==> config.mk <==
export PLATFORM = sky130hd
export DESIGN_NAME = tgs_ctrl
export DESIGN_NICKNAME = d
export VERILOG_FILES = /design/src/hw/rtl/tgs_pkg.sv /design/src/hw/rtl/tgs_ctrl.sv
export SDC_FILE = /design/constraint.sdc
export NUM_CORES = 1
export LEC_CHECK = 0
export BUFFER_PORTS_ARGS = -buffer_cell sky130_fd_sc_hd__buf_2
export CAP_MARGIN = 20
export CORE_AREA = 10 10 47 49
export DETAILED_ROUTE_END_ITERATION = 10
export DIE_AREA = 0 0 57 59
export PLACE_DENSITY = 0.58
export SLEW_MARGIN = 20
export SYNTH_ARGS = -nofsm -noshare
export SYNTH_HDL_FRONTEND = slang
export SYNTH_SLANG_ARGS = --single-unit
==> constraint.sdc <==
create_clock -name clk -period 1.4 [get_ports clk]
set_clock_uncertainty 0.15 [all_clocks]
set_input_delay 0.21 -clock clk [delete_from_list [all_inputs] [get_ports clk]]
set_output_delay 0.21 -clock clk [all_outputs]
set_load 0.01 [all_outputs]
==> src/hw/rtl/tgs_pkg.sv <==
// Shared types, widths and constants of the trilateration grid search.
`default_nettype none

package tgs_pkg;

  // Fixed point of the measured ranges.
  localparam int RANGE_FRAC_BITS = 4;
  localparam int RNG_W           = 20;

  // Configuration register widths.
  localparam int ANCHOR_W = 15;
  localparam int STEP_W   = 10;
  localparam int HALF_W   = 14;
  localparam int CFG_IDX_W  = 3;
  localparam int CFG_DATA_W = 15;

  // Configuration register indexes.
  localparam logic [CFG_IDX_W-1:0] CFG_ANCHOR1_X  = 3'd0;
  localparam logic [CFG_IDX_W-1:0] CFG_ANCHOR2_X  = 3'd1;
  localparam logic [CFG_IDX_W-1:0] CFG_ANCHOR2_Y  = 3'd2;
  localparam logic [CFG_IDX_W-1:0] CFG_GRID_STEP  = 3'd3;
  localparam logic [CFG_IDX_W-1:0] CFG_GRID_HALF  = 3'd4;

  // Reset values of the configuration registers.
  localparam logic signed [ANCHOR_W-1:0] RST_ANCHOR1_X = 15'sd600;
  localparam logic signed [ANCHOR_W-1:0] RST_ANCHOR2_X = 15'sd300;
  localparam logic signed [ANCHOR_W-1:0] RST_ANCHOR2_Y = 15'sd600;
  localparam logic [STEP_W-1:0]          RST_GRID_STEP = 10'd10;
  localparam logic [HALF_W-1:0]          RST_GRID_HALF = 14'd5000;

  // Datapath widths.
  localparam int COORD_W = 16;                       // grid coordinate, signed
  localparam int DIFF_W  = COORD_W + 1;              // coordinate minus anchor
  localparam int OFF_W   = 16;                       // offset into the grid row
  localparam int SQ_W    = 32;                       // one squared difference
  localparam int E_W     = SQ_W + 1;                 // squared distance, mm^2
  localparam int SC_W    = E_W + 2 * RANGE_FRAC_BITS;
  localparam int Q_W     = 2 * RNG_W;                // squared range
  localparam int D_W     = (SC_W > Q_W) ? SC_W : Q_W;
  localparam int C_W     = D_W + 2;                  // sum of three residuals
  localparam int COST_W  = 44;
  localparam int CMP_W   = (C_W > COST_W) ? C_W : COST_W;

  // Division by three of a magnitude up to 2^15: (m * 43691) >> 17.
  localparam int DIV3_W     = 17;
  localparam int DIV3_SHIFT = 17;
  localparam logic [DIV3_W-1:0] DIV3_MUL = 17'd43691;
  localparam int PROD_W = COORD_W + DIV3_W;

  typedef struct packed {
    logic [RNG_W-1:0] range_to_anchor0;
    logic [RNG_W-1:0] range_to_anchor1;
    logic [RNG_W-1:0] range_to_anchor2;
  } in_item_t;

  typedef struct packed {
    logic signed [COORD_W-1:0] best_x;
    logic signed [COORD_W-1:0] best_y;
    logic [COST_W-1:0]         best_cost;
  } out_item_t;

  typedef struct packed {
    logic signed [ANCHOR_W-1:0] anchor1_x;
    logic signed [ANCHOR_W-1:0] anchor2_x;
    logic signed [ANCHOR_W-1:0] anchor2_y;
    logic [STEP_W-1:0]          grid_step;
    logic [HALF_W-1:0]          grid_half_span;
  } cfg_t;

  // Commands from the controller to the datapath.
  typedef struct packed {
    logic capture;   // latch the input ranges
    logic load;      // square the ranges, start the centroid division
    logic init;      // set up the scan counters and clear the best point
    logic issue;     // send the current grid point into the cost pipeline
  } dp_cmd_t;

  // Status from the datapath to the controller.
  typedef struct packed {
    logic last_point;  // the current grid point is the last of the scan
    logic pipe_busy;   // a point is still in the cost pipeline
  } dp_stat_t;

endpackage

`default_nettype wire

==> src/hw/rtl/tgs_ctrl.sv <==
// Sequencer of the trilateration grid search: setup, scan, drain and hand-off.
`default_nettype none

module tgs_ctrl (
  input  wire logic             clk,
  input  wire logic             rst,
  input  wire logic             in_valid,
  output logic                  in_ready,
  input  wire logic             out_free,
  output logic                  publish,
  output tgs_pkg::dp_cmd_t      cmd,
  input  wire tgs_pkg::dp_stat_t stat
);
  import tgs_pkg::*;

  typedef enum logic [5:0] {
    ST_IDLE  = 6'b000001,
    ST_LOAD  = 6'b000010,
    ST_INIT  = 6'b000100,
    ST_SCAN  = 6'b001000,
    ST_DRAIN = 6'b010000,
    ST_DONE  = 6'b100000
  } state_t;

  state_t state;
  state_t state_next;

  always_ff @(posedge clk) begin
    if (rst) begin
      state <= ST_IDLE;
    end else begin
      state <= state_next;
    end
  end

  always_comb begin
    state_next  = state;
    in_ready    = 1'b0;
    publish     = 1'b0;
    cmd         = '0;
    unique case (state)
      ST_IDLE: begin
        in_ready    = 1'b1;
        cmd.capture = in_valid;
        if (in_valid) begin
          state_next = ST_LOAD;
        end
      end
      ST_LOAD: begin
        cmd.load   = 1'b1;
        state_next = ST_INIT;
      end
      ST_INIT: begin
        cmd.init   = 1'b1;
        state_next = ST_SCAN;
      end
      ST_SCAN: begin
        cmd.issue = 1'b1;
        if (stat.last_point) begin
          state_next = ST_DRAIN;
        end
      end
      ST_DRAIN: begin
        if (!stat.pipe_busy) begin
          state_next = ST_DONE;
        end
      end
      ST_DONE: begin
        if (out_free) begin
          publish    = 1'b1;
          state_next = ST_IDLE;
        end
      end
      default: begin
        state_next = ST_IDLE;
      end
    endcase
  end

endmodule

`default_nettype wire

==> flow_summary.yaml <==
finish:
  antenna_cells: 0
  largest_register_ffs: 6
  post-route-util_pct: 53.2
  drive_gt1_share_pct: 67.1
  fin_cells: 95
  reg_top3: "state: 6 flops"
  largest-register: "state"
  nNetsFinal: 87
  syn_to_final_growth_pct: 85.1
outcome:
  status: "finished, violations left"
  violations: "negative setup slack"
clock_tree:
  clk-insertion-delay-late_ps: 250
  cts_buffers: 3
  clk_path_buf_depth: 2
  cts_tree: "done"
  clockRootBuffer: "clkbuf_4"
  clkSinkCount: 6
  path_clk_slew_ps: 60
  htreeDepth: 1
grt:
  grt_pass1_vias: 525
  antenna_found_initial: 0
  grt_use_total_pct: 8.16
  grt_first_pass_wirelength_um: 2240
  grt_max_degree: 7
  grt-ovfl-total: 0
placement:
  gp_congestion: 0.808
  dpl.hpwl_um: 849
  port-buffer-count: 11
  pre_cts_slack_ps: -68.0
  placedCellCount: 81
power:
  p_seq_share_pct: 28.6
  peakVddDrop_mv: 0.729
  p_int_uw: 534
  p_sw_uw: 308
  leakagePower_nw: 0.336
  comb_power_share_pct: 51.4
  power_density_nw_per_um2: 1130
  switching_share_pct: 36.6
  p_clk_share_pct: 20.0
critical_path:
  path_delay_family: "simple AND/OR/NAND/NOR gates"
  cp_num_buf_inv: 3
  critical_path_arrival_ps: 1310
  endpoint_kind: "primary output"
  worst_setup_path_start_kind: "flip-flop"
  required_ps: 1040
  crit_path_max_incr_delay_ps: 360
  timing.rr.start: "state[5]$_SDFFE_PP0P_"
  path_cells: "buf_12 -> nor4_4 -> nand3b_1 -> inv_1 -> buf_2"
  r2r_cells: 6
  critPathKind: "flip-flop to primary output"
  r2r_slack_ps: -110
  critPathSlowestCell: "dfxtp_4"
  r2r_end: "state[0]$_SDFFE_PP1P_"
  critPathMaxFanout: 4
synthesis:
  yosys.area.top_type: "dfxtp_1"
  synth_area_per_cell_sq_um: 8.39
  yosysSeqAreaShare_pct: 29.8
  netlist_area_sq_um: 403
  syn-num-nets: 54
  synth_top_area_share_pct: 29.8
  syn_inst: 48
  synthTopCellsByArea: "dfxtp_1, nor3b_1, nor4_4"
  yosys_warnings: 0
  ys_seq_elements: 6
  yosys.cell_types.count: 29
timing:
  fin_crit_sh_pct: 120
  hold_viol: 0
  tightest_slew_ps: 291
  period_minus_slack_ps: 1670
  setup_viol: 11
  max_freq_mhz: 597
  drv_slew: 0
  slew_headroom_pct: 80.5
  rsz0062_at_grt: "true"
  fin_ws_ps: -274
drt:
  first_iter_violations: 9
  drc_errors: 0
  detail_route.wl_per_cell_um: 14.8
  ant_nets: 0
  wl_um: 1400
  vias: 481
  drt_pre_antenna_iters: 4
  vias_per_cell: 5.06
hold_path:
  hp-class: "input pin to flip-flop"
  min_path_cells: 2
  min_from: "rst"
  holdPathEnd: "state[1]$_SDFFE_PP0P_"
floorplan:
  start_util_pct: 28.7
  ios: 12
  num_rows: 14
  die_area_sq_um: 3360
  core-area_sq_um: 1400
  die_width_um: 57
  dieHeight_um: 59
run:
  cap_viol_max_count: 0
-- worst max path at each step --
stage | cells after the start | to | start | slack [ps]
finish | 5 | cmd[1] | state[0]$_SDFFE_PP1P_ | -270
CTS | 4 | cmd[0] | state[4]$_SDFFE_PP0P_ | -230
global placement | 5 | cmd[3] | state[2]$_SDFFE_PP0P_ | -60
detailed placement | 4 | state[5]$_SDFFE_PP0P_ | state[5]$_SDFFE_PP0P_ | -70
floorplan | 5 | state[5]$_SDFFE_PP0P_ | state[1]$_SDFFE_PP0P_ | 0.7
global route | 4 | cmd[1] | state[4]$_SDFFE_PP0P_ | -360
-- cells in the mapped netlist (all sizes together) --
cell type and n:
nor3 3, nor4 2, a31oi 1, nand3 4, buf 2, xor2 1, o221ai 1, and4 1
nor2 4, o2111ai 1, inv 5, and3 1, o21ai 2, nand4 1, and4b 1, nand2 1
nand2b 1, o22ai 1, o21a 1, a21oi 1, nor3b 4, dfxtp 6, and2 1, nand3b 2
-- kinds of logic after synthesis --
| logic type | Yosys count | share of synthesized area [%] |
|---|---|---|
| AO/OA/AOI/OAI | 8 | 14.0 |
| XOR/XNOR | 1 | 2.17 |
| buffers and inverters | 7 | 8.69 |
| flip-flops | 6 | 29.8 |
| AND/OR/NAND/NOR | 26 | 45.3 |
-- timing repair --
item	in CTS	in global routing
resized for setup	12	13
buffers inserted	9	5
pin swaps	7	12
hold buffers	0	0
hold endpoints to repair	0	0
endpoints found under the setup margin	8	12
-- metrics by stage --
stage	setup TNS, ps	cell area [sq um]	hold WS [ps]	power [mW]
finish	-1520	746	56.0	0.843
floorplan	0	403	129	0.415
global route	-2440	746	66.9	0.901
detailed placement	-232	534	292	0.543
CTS	-1300	657	26.8	0.766
global placement	-167	534	284	0.544
-- placed cells by master (no fill, tap or decap) --
| cell type | n |
|---|---|
| a21oi_2 | 1 |
| and4_1 | 1 |
| nand3_1 | 2 |
| nor3b_1 | 1 |
| nand2_2 | 1 |
| xor2_1 | 1 |
| o21ai_2 | 1 |
| a31oi_4 | 1 |
| and4b_1 | 1 |
| dfxtp_2 | 2 |
| o21ai_0 | 1 |
| nor4_2 | 1 |
| nand3b_1 | 2 |
| nor3b_2 | 3 |
| and3_1 | 1 |
| buf_2 | 11 |
| nand2b_1 | 1 |
| clkbuf_4 | 3 |
| o221ai_2 | 1 |
| dfxtp_1 | 1 |
| nor2_1 | 4 |
| buf_12 | 1 |
| nand4_1 | 1 |
| nand3_4 | 1 |
| nor4_4 | 1 |
| nor3_4 | 2 |
| buf_6 | 3 |
| dfxtp_4 | 3 |
| nand3_2 | 1 |
| o22ai_1 | 1 |
| inv_1 | 5 |
| and2_1 | 1 |
| nor3_2 | 1 |
| o21a_1 | 1 |
| o2111ai_1 | 1 |
| buf_4 | 15 |
-- layout make-up --
type / instances / area, sq um
clock buffer: 3 / 22.5
sequential: 6 / 134
inverter: 5 / 18.8
fill: 141 / 656
multi-input combinational: 35 / 329
tap: 16 / 20.0
timing repair buffer: 30 / 221
-- power groups by stage --
stage                     logic, mW  clock network [mW]  registers [mW]
after CTS                     0.367               0.162           0.237
final                         0.433               0.169           0.241
after global routing          0.474               0.184           0.244
after detailed placement      0.312                   0           0.230
after floorplan               0.215                   0           0.200
after global placement        0.313                   0           0.231
-- metal layers --
metal | GRT usage (%) | vias up | routed length [um]
met1 | 7.95 | 225 | 564
met4 | 4.03 | 0 | 0
met2 | 15.3 | 15 | 794
li1 | - | 241 | -
met3 | 2.36 | 0 | 43
met5 | 0 | - | 0
Note: power is estimated with default switching activity, not from simulation.
